==> config.mk <==
export PLATFORM = sky130hd
export DESIGN_NAME = awm_rslt_q_flat
export DESIGN_NICKNAME = d
export VERILOG_FILES = /design/src/hw/rtl/awm_pkg.sv /design/src/hw/rtl/awm_result_if.sv /design/src/hw/rtl/awm_rslt_q.sv /design/src/flat_wrapper.sv
export SDC_FILE = /design/constraint.sdc
export NUM_CORES = 1
export LEC_CHECK = 0
export BUFFER_PORTS_ARGS = -buffer_cell sky130_fd_sc_hd__buf_2
export CAP_MARGIN = 5
export CORE_MARGIN = 2
export CORE_UTILIZATION = 53
export CTS_CLUSTER_DIAMETER = 200
export DETAILED_ROUTE_END_ITERATION = 12
export HOLD_SLACK_MARGIN = 0.06
export PLACE_DENSITY = 0.85
export SYNTH_ARGS = -nofsm -noshare
export SYNTH_HDL_FRONTEND = slang
export SYNTH_SLANG_ARGS = --single-unit
==> constraint.sdc <==
create_clock -name clk -period 2.35 [get_ports clk]
set_input_delay 0.3525 -clock clk [delete_from_list [all_inputs] [get_ports clk]]
set_output_delay 0.3525 -clock clk [all_outputs]
set_load 0.1 [all_outputs]
==> src/hw/rtl/awm_pkg.sv <==
// ----------------------------------------------------------------------------
// awm_pkg: shared types and constants for the anagram window matcher
// Request kinds, pipeline op codes, result record and default sizes.
// ----------------------------------------------------------------------------
package awm_pkg;

    localparam int unsigned MAX_PATTERN_DEF = 1024;
    localparam int unsigned ALPHABET_DEF    = 26;

    localparam int unsigned KIND_W   = 2;
    localparam int unsigned LETTER_W = 5;

    // result queue; depth covers the pipeline depth for full rate
    localparam int unsigned RES_Q_DEPTH = 4;
    localparam int unsigned RES_Q_AW    = $clog2(RES_Q_DEPTH);
    localparam int unsigned RES_Q_CW    = $clog2(RES_Q_DEPTH + 1);

    typedef enum logic [KIND_W-1:0] {
        KIND_PATTERN = 2'd0,
        KIND_TEXT    = 2'd1,
        KIND_CLEAR   = 2'd2
    } kind_t;

    // op carried down the pipeline
    typedef enum logic [2:0] {
        OP_NONE,
        OP_PATTERN,
        OP_TEXT,
        OP_EMPTY,
        OP_CLEAR
    } op_t;

    typedef struct packed {
        logic window_match;
        logic found;
    } res_t;

    typedef struct packed {
        logic vld;
        res_t data;
    } res_push_t;

endpackage

==> src/hw/rtl/awm_result_if.sv <==
// ----------------------------------------------------------------------------
// awm_result_if: result channel of the anagram window matcher
// valid/ready handshake carrying the window match and sticky found flag.
// ----------------------------------------------------------------------------
interface awm_result_if;
    logic valid;
    logic ready;
    logic window_match;
    logic found;

    modport source (output valid, output window_match, output found, input ready);
    modport sink   (input valid, input window_match, input found, output ready);
endinterface

==> src/hw/rtl/awm_rslt_q.sv <==
// ----------------------------------------------------------------------------
// awm_rslt_q: result queue
// Small FIFO between the histogram pipeline and the result channel.
// ----------------------------------------------------------------------------
module awm_rslt_q (
    input  logic              clk,
    input  logic              rst_n,
    input  awm_pkg::res_push_t push,
    awm_result_if.source      result
);
    import awm_pkg::*;

    res_t                q_mem [RES_Q_DEPTH];
    logic [RES_Q_AW-1:0] wr_ptr_reg, wr_ptr_next;
    logic [RES_Q_AW-1:0] rd_ptr_reg, rd_ptr_next;
    logic [RES_Q_CW-1:0] count_reg, count_next;
    logic                pop;

    assign pop = result.valid && result.ready;

    assign result.valid        = (count_reg != '0);
    assign result.window_match = q_mem[rd_ptr_reg].window_match;
    assign result.found        = q_mem[rd_ptr_reg].found;

    always_comb
    begin
        wr_ptr_next = wr_ptr_reg;
        rd_ptr_next = rd_ptr_reg;
        count_next  = count_reg;
        if (push.vld)
        begin
            wr_ptr_next = (wr_ptr_reg == RES_Q_AW'(RES_Q_DEPTH - 1)) ? '0
                                                                      : wr_ptr_reg + 1'b1;
        end
        if (pop)
        begin
            rd_ptr_next = (rd_ptr_reg == RES_Q_AW'(RES_Q_DEPTH - 1)) ? '0
                                                                      : rd_ptr_reg + 1'b1;
        end
        if (push.vld && !pop)
        begin
            count_next = count_reg + 1'b1;
        end
        else if (!push.vld && pop)
        begin
            count_next = count_reg - 1'b1;
        end
    end

    always_ff @(posedge clk or negedge rst_n)
    begin
        if (!rst_n)
        begin
            wr_ptr_reg <= '0;
            rd_ptr_reg <= '0;
            count_reg  <= '0;
        end
        else
        begin
            wr_ptr_reg <= wr_ptr_next;
            rd_ptr_reg <= rd_ptr_next;
            count_reg  <= count_next;
        end
    end

    always_ff @(posedge clk)
    begin
        if (push.vld)
        begin
            q_mem[wr_ptr_reg] <= push.data;
        end
    end

endmodule

==> src/flat_wrapper.sv <==
// flat-port wrapper written by rule: the top's interface ports become plain ports
module awm_rslt_q_flat import awm_pkg::*;
  (clk, rst_n, push, result_valid, result_window_match, result_found, result_ready);
  awm_result_if result_i ();
  input  logic clk;
  input  logic rst_n;
  input  awm_pkg::res_push_t push;
  output wire logic [$bits(result_i.valid)-1:0] result_valid;
  output wire logic [$bits(result_i.window_match)-1:0] result_window_match;
  output wire logic [$bits(result_i.found)-1:0] result_found;
  input wire logic [$bits(result_i.ready)-1:0] result_ready;
  assign result_valid = result_i.valid;
  assign result_window_match = result_i.window_match;
  assign result_found = result_i.found;
  assign result_i.ready = result_ready;
  awm_rslt_q u_core (.clk(clk), .rst_n(rst_n), .push(push), .result(result_i));
endmodule
# Yosys cells after proc, flatten, opt, wreduce, memory -nomap -nowiden
# Memory sizes are Yosys's and may differ from the RTL's.
# Index checks and enable logic that the tools add are counted.
op_classes:
  n_addsub: 4
  eq_ne: 2
  n_mux: 6
  n_reduce_logical: 7
ops:
  columns: ["cell", "n"]
  rows:
  - ["3-bit two-way mux", 2]
  - ["2-bit by 1-bit adder with 2-bit output (second input constant)", 2]
  - ["2-bit == test (second input constant)", 2]
  - ["2-bit two-way mux", 2]
  - ["3-bit by 1-bit adder with 3-bit output (second input constant)", 1]
  - ["1-bit logical AND", 3]
  - ["3-bit nonzero test", 1]
  - ["3-bit by 1-bit subtractor with 3-bit output (second input constant)", 1]
  - ["1-bit zero test", 2]
  - ["1-bit two-way mux", 2]
  - ["2-bit nonzero test", 1]
totals:
  reg_bits: 7
  ramBits: 8
  wordCells: 23
  n_memories: 1
memory_table:
  columns: ["memory", "words", "word_bits", "read_ports", "rd_clocked_by_memory_dff", "write_ports", "line_no", "rtl"]
  rows:
  - ["u_core.q_mem", 4, 2, 1, 0, 1, "awm_rslt_q.sv:13", "res_t q_mem [RES_Q_DEPTH];"]

# Longest topological paths before layout
# Gate-level depths: netlist (run 1).
depth:
  depth_word: 5
  mapped_depth: 8
  depth_no_buf: 8

# Worst setup path after synthesis (run 1)
# OpenSTA, ideal clock, no wires.
synth_timing:
  kind: "register to register"
  startpoint: "register u_core.count_reg[1]"
  endpoint: "register u_core.count_reg[2]"
  arrival_ns: 2.048
  path_slack_ns: 0.223
  stages_incl_launch_ff: 9
  n_path_buf: 0
  cell_sequence: "dfrtp_1 > or3_4 > nand2_4 > ha_1 > inv_1 > fa_1 > xor2_1 > nor2_1 > xor2_1"
synth_via:
  elab_chain_len: 5
  word_cells_on_any_way: 10
  cone_classes: "add/sub (2); mux (2); reduce/logical (6)"
synth_rtl:
  columns: ["element", "line_no", "rtl"]
  rows:
  - ["from (decl)", "awm_rslt_q.sv:16", "logic [RES_Q_CW-1:0] count_reg, count_next;"]
  - ["from (signal assigned)", "awm_rslt_q.sv:62", "count_reg <= count_next;"]
  - ["3-bit nonzero test *", "awm_rslt_q.sv:21", "assign result.valid = (count_reg != '0);"]
  - ["net result_valid", "flat_wrapper.sv:8", "output wire logic [$bits(result_i.valid)-1:0] result_valid;"]
  - ["1-bit logical AND *", "awm_rslt_q.sv:19", "assign pop = result.valid && result.ready;"]
  - ["1-bit zero test", "awm_rslt_q.sv:40", "if (push.vld && !pop)"]
  - ["1-bit logical AND", "awm_rslt_q.sv:40", null]
  - ["3-bit two-way mux or 2-bit nonzero test (tied branches)", null, null]
# The timed path passes the listed nets; every way through them passes the cells marked *. The select of a mux whose other input is x is not followed.
# A chain may end at the register's enable or synchronous reset.

# Final worst setup path (run 1)
layout_timing:
  startpoint: "register u_core.count_reg[1]"
  endpoint: "register u_core.count_reg[2]"
layout_via:
  elab_chain_len: 5
  word_cells_on_any_way: 10
  cone_classes: "add/sub (2); mux (2); reduce/logical (6)"
layout_rtl:
  columns: ["element"]
  rows:
  - ["parallel branches: the longest is 5 deep, another holds 3-bit by 1-bit subtractor with 3-bit output"]
# Several ways; the timed one is not identified. The select of a mux whose other input is x is not followed.

==> flow_summary.json, run 1 <==
{
  "post_cts_resized": 0,
  "cts_buffers": 3,
  "largest_register_ffs": 8,
  "die_w_um": 40.6,
  "cpPeakStageDelay_ps": 420,
  "wire_per_inst_um": 11.8,
  "cp_slowest_cell": "dfrtp_1",
  "highest_layer": "met4",
  "crit_path_start_kind": "flip-flop",
  "cp_max_fo": 3,
  "cts.sinks": 15,
  "regToRegStartpoint": "u_core.count_reg[1]$_DFFE_PN0P_",
  "fmax_ghz": 0.488,
  "track_usage_pct": 13.0,
  "gp_congestion": 0.685,
  "nFillCells": 96,
  "cts_tree": "built",
  "hold_violations": 0,
  "rows": 13,
  "grt_overflow": 0,
  "max_slew.worst_pin.slew_ps": 485,
  "grt_max_degree": 10,
  "wl_met3_um": 36,
  "die_y_um": 40.6,
  "wl_met2_um": 459,
  "portBuffers": 8,
  "die-area_mm2": 0.00165,
  "avgViaCountPerCell": 5.09,
  "crit_chain": "or3_4 > nand2_4 > ha_1 > inv_1 > fa_1 > xor2_1 > nor2_1 > xor2_1",
  "min_from": "push[1]",
  "cp-startpoint": "u_core.count_reg[1]$_DFFE_PN0P_",
  "status": "complete, no violations",
  "start_util_pct": 56.0,
  "worstPathArrival_ps": 2250,
  "setup_tns_ps": 0,
  "ant_nets": 0,
  "ctsHtreeMaxLevel": 1,
  "clockBufferDepth": 2,
  "area_growth_pct": 13.4,
  "synth_cell_types": 16,
  "antenna_found_initial": 0,
  "final_layout_size_suffix_gt1_share_pct": 30.5,
  "root_buffer": "clkbuf_4",
  "drc_errors": 0,
  "post-route-util_pct": 63.5,
  "mappedNetlistNets": 59,
  "yosysWarnings": 0,
  "insertion_delay_ps": 280,
  "holdBufCountCts": 1,
  "max_slew_margin_pct": 67.9,
  "crit_family": "simple AND/OR/NAND/NOR gates",
  "path_clk_slew_ps": 80,
  "cp.buffers_inverters": 1,
  "coreArea_mm2": 0.00127,
  "yosysSeqAreaShare_pct": 58.5,
  "hp-class": "input pin to flip-flop",
  "path_class": "flip-flop to flip-flop",
  "required_ps": 2550,
  "first_pass_iters": 6,
  "cp_common_cell": "xor2_1",
  "period_needed_ps": 2050,
  "finalMaxSlewViolations": 0,
  "postSynthAreaPerCell_um2": 15.4,
  "fin_crit_sh_pct": 87.1,
  "finClkSkew_ps": 3.87,
  "grt_pass1_vias": 344,
  "grt_pass1_wl_um": 1300,
  "num_vias": 377,
  "synth_seq_cells": 15,
  "pin_count": 9,
  "synthCells": 46,
  "setup_viol": 0,
  "nets": 73,
  "end_kind": "flip-flop",
  "rsz0062_at_grt": "false",
  "routed_wl_um": 871,
  "antenna_cells": 0,
  "drv_cap": 0,
  "met1_length_um": 369,
  "syn-cell-area_um2": 711,
  "drt_iter0_markers": 7,
  "post_cts_buffers": 0
}
==> synth_stat cells <==
cell type | n | area (µm²)
mux2_2 | 1 | 11.3
mux2_4 | 2 | 30.0
xnor2_1 | 1 | 8.76
xor2_1 | 2 | 17.5
dfrtp_1 | 7 | 175
and2_1 | 4 | 25.0
mux4_2 | 2 | 45.0
o21ai_0 | 2 | 10.0
fa_1 | 1 | 20.0
ha_1 | 6 | 75.1
nand2_1 | 2 | 7.51
or3_4 | 1 | 11.3
inv_1 | 3 | 11.3
edfxtp_1 | 8 | 240
nor2_1 | 3 | 11.3
nand2_4 | 1 | 11.3
==> path summary, 6_finish.rpt <==
| check | to | slack, ps | cells after the start |
|---|---|---|---|
| max in group asynchronous | u_core.wr_ptr_reg[1]$_DFFE_PN0P_ | 1770 | 2 |
| hold / removal | u_core.q_mem[1][1]$_DFFE_PP_ | 280 | 1 |
| hold reg to reg | u_core.count_reg[2]$_DFFE_PN0P_ | 500 | 1 |
| setup reg to reg | u_core.count_reg[2]$_DFFE_PN0P_ | 300 | 8 |
| min in group asynchronous | u_core.rd_ptr_reg[1]$_DFFE_PN0P_ | 420 | 2 |
| setup / recovery | u_core.count_reg[2]$_DFFE_PN0P_ | 300 | 8 |
==> worst register-to-register path: cells and delay by family, from the launching register on <==
family,cells,cell delay [ps]
adders and majority gates,2,550
DFF,1,420
and+or+nand+nor,3,630
buffers and inverters,1,60
xor gates and xnor gates,2,310
==> through the flow <==
step | worst slack, ps | instance area, µm² | hold slack (ps) | instances
after detailed placement | 328 | 769 | 191 | 69
after global routing | 198 | 806 | 292 | 74
after CTS | 303 | 806 | 285 | 74
final | 302 | 806 | 284 | 74
after global placement | 388 | 769 | 193 | 69
after floorplan | 223 | 711 | 56.9 | 46
==> area by class of cell <==
class | instances | area, µm² | share of cell area (%)
multi-input cells | 28 | 284 | 35.2
flip-flops and latches | 15 | 415 | 51.6
well taps | 15 | 18.8 | 2.33
clock buffers | 4 | 26.3 | 3.26
repair buffers | 9 | 50.0 | 6.21
inverters | 3 | 11.3 | 1.40
==> layout by cell type, fill, tap and decap left out, types with 2 or more instances in the layout <==
cell type and instances:
and2_1 4, buf_2 8, clkbuf_4 3, dfrtp_1 7
edfxtp_1 8, ha_1 6, inv_1 3, mux2_4 2
mux4_2 2, nand2_1 2, nor2_1 3, o21ai_0 2
xor2_1 2
==> routing by layer <==
metal / vias up / global-route usage, %
met3: 2 / 3.26
met1: 176 / 14.4
li1: 189 / -
met5: - / 0
met4: 0 / 10.0
met2: 10 / 21.0
==> cells by family after synthesis <==
family                   Yosys count  share of synthesized area, %
AO/OA/AOI/OAI                      2                          1.41
XOR/XNOR                           3                          3.70
adder cells (fa/ha/maj)            7                          13.4
buffers and inverters              3                          1.58
flip-flops                        15                          58.5
multiplexers                       5                          12.1
AND/OR/NAND/NOR                   11                          9.33
Power of run 1 is not shown: default switching activity piles up to over one toggle a cycle in this logic, so the estimate is an artifact.
==> inputs of run 2 (changes only) <==
Settings changed: CELL_PAD_IN_SITES_DETAIL_PLACEMENT set to 0, CELL_PAD_IN_SITES_GLOBAL_PLACEMENT set to 1, CORE_UTILIZATION 53 to 45, PLACE_DENSITY 0.85 to 0.86.
==> flow_summary.json, run 2 (same netlist as run 1, synthesis figures left out) <==
{
  "clockBufferDepth": 2,
  "layout_common_cells": "buf_2 (8), edfxtp_1 (8), dfrtp_1 (7)",
  "grt_overflow": 0,
  "start_util_pct": 47.7,
  "avgViaCountPerCell": 4.81,
  "finClkSkew_ps": 5.84,
  "period_needed_ps": 2050,
  "drt_iter0_markers": 7,
  "grt_pass1_wl_um": 1550,
  "cp_max_fo": 3,
  "hold_violations": 0,
  "status": "complete, no violations",
  "fmax_ghz": 0.488,
  "worstPathArrival_ps": 2250,
  "path_class": "flip-flop to flip-flop",
  "finalMaxSlewViolations": 0,
  "holdBufCountCts": 1,
  "grt_max_degree": 10,
  "ant_nets": 0,
  "multi_input_area_um2": 284,
  "rr_worst_depth": 8,
  "coreArea_mm2": 0.00149,
  "drc_errors": 0,
  "cp-startpoint": "u_core.count_reg[1]$_DFFE_PN0P_",
  "post_cts_resized": 0,
  "final_cell_count_no_fill": 75,
  "cts.sinks": 15,
  "insertion_delay_ps": 270,
  "nets": 73,
  "cts_buffers": 3,
  "ff_latch_area_um2": 415,
  "antenna_found_initial": 0,
  "worstReg2RegEnd": "u_core.count_reg[2]$_DFFE_PN0P_",
  "root_buffer": "clkbuf_4",
  "routed_wl_um": 890,
  "post_cts_buffers": 0,
  "max_slew.worst_pin.slew_ps": 482,
  "die_y_um": 43.7,
  "dp.cells": 70,
  "rrSetupSlack_ps": 300,
  "track_usage_pct": 11.8,
  "largest_register_ffs": 8,
  "area_growth_pct": 13.7,
  "drv_cap": 0,
  "die-area_mm2": 0.00191,
  "setup_tns_ps": 0,
  "hpwl_um": 716,
  "fin_crit_sh_pct": 87.1,
  "hp-class": "input pin to flip-flop",
  "antenna_cells": 0,
  "wire_per_inst_um": 11.9,
  "rows": 14,
  "grt_pass1_vias": 372,
  "required_ps": 2550,
  "regToRegStartpoint": "u_core.count_reg[1]$_DFFE_PN0P_",
  "end_kind": "flip-flop",
  "cts_tree": "built",
  "nFillCells": 132,
  "num_vias": 361,
  "crit_path_start_kind": "flip-flop",
  "final_layout_size_suffix_gt1_share_pct": 32.2,
  "place_ws_ps": 341,
  "pin_count": 9,
  "layout_setup_ws_ps": 303,
  "portBuffers": 8,
  "max_slew_margin_pct": 68.1,
  "die_w_um": 43.7,
  "setup_viol": 0,
  "ctsHtreeMaxLevel": 1,
  "gp_congestion": 0.734,
  "first_pass_iters": 4,
  "rsz0062_at_grt": "false",
  "path_clk_slew_ps": 90,
  "worstSetupEndpoint": "u_core.count_reg[2]$_DFFE_PN0P_"
}
run 2: changes by cell type in the layout (fill, tap and decap cells not counted), sizes merged:
cell    before  now
clkbuf       4    3
clkinv       0    1
run 2: cell type report:
cell class              instances  share of cell area [%]
inverters                       3                    1.39
clock inverters                 1                   0.619
well taps                      16                    2.48
flip-flops and latches         15                    51.4
clock buffers                   3                    2.79
repair buffers                  9                    6.19
multi-input cells              28                    35.1
run 2: worst min-delay path by stage:
stage	start	to	slack [ps]	depth (start not counted)
after CTS	push[0]	u_core.q_mem[0][0]$_DFFE_PP_	280	1
after floorplan	rst_n	u_core.count_reg[0]$_DFFE_PN0P_	60	0
after global routing	push[0]	u_core.q_mem[3][0]$_DFFE_PP_	280	1
after detailed placement	rst_n	u_core.rd_ptr_reg[0]$_DFFE_PN0P_	190	1
final	push[0]	u_core.q_mem[3][0]$_DFFE_PP_	300	1
after global placement	rst_n	u_core.rd_ptr_reg[0]$_DFFE_PN0P_	190	1
run 2: critical path: stages (launching register included):
cell,delay (ps)
dfrtp_1,420
or3_4,410
nand2_4,100
ha_1,190
inv_1,60
fa_1,380
xor2_1,150
nor2_1,110
xor2_1,160
run 2: layer usage:
layer  GRT usage, %  wire length, µm  vias to the layer above
met5              0                0                        -
met2           17.1              443                        4
met3           5.00               21                        2
li1               -                -                      187
met1           14.5              411                      168
met4           7.27               14                        0
run 2: metrics by stage:
step | util (%) | instance area, µm² | hold WS [ps]
floorplan | - | 711 | 56.9
global placement | 51.8 | 771 | 191
detailed placement | 51.8 | 771 | 192
CTS | 54.3 | 808 | 280
global route | 54.3 | 808 | 279
finish | 54.3 | 808 | 297
Power of run 2 is left out for the same reason.
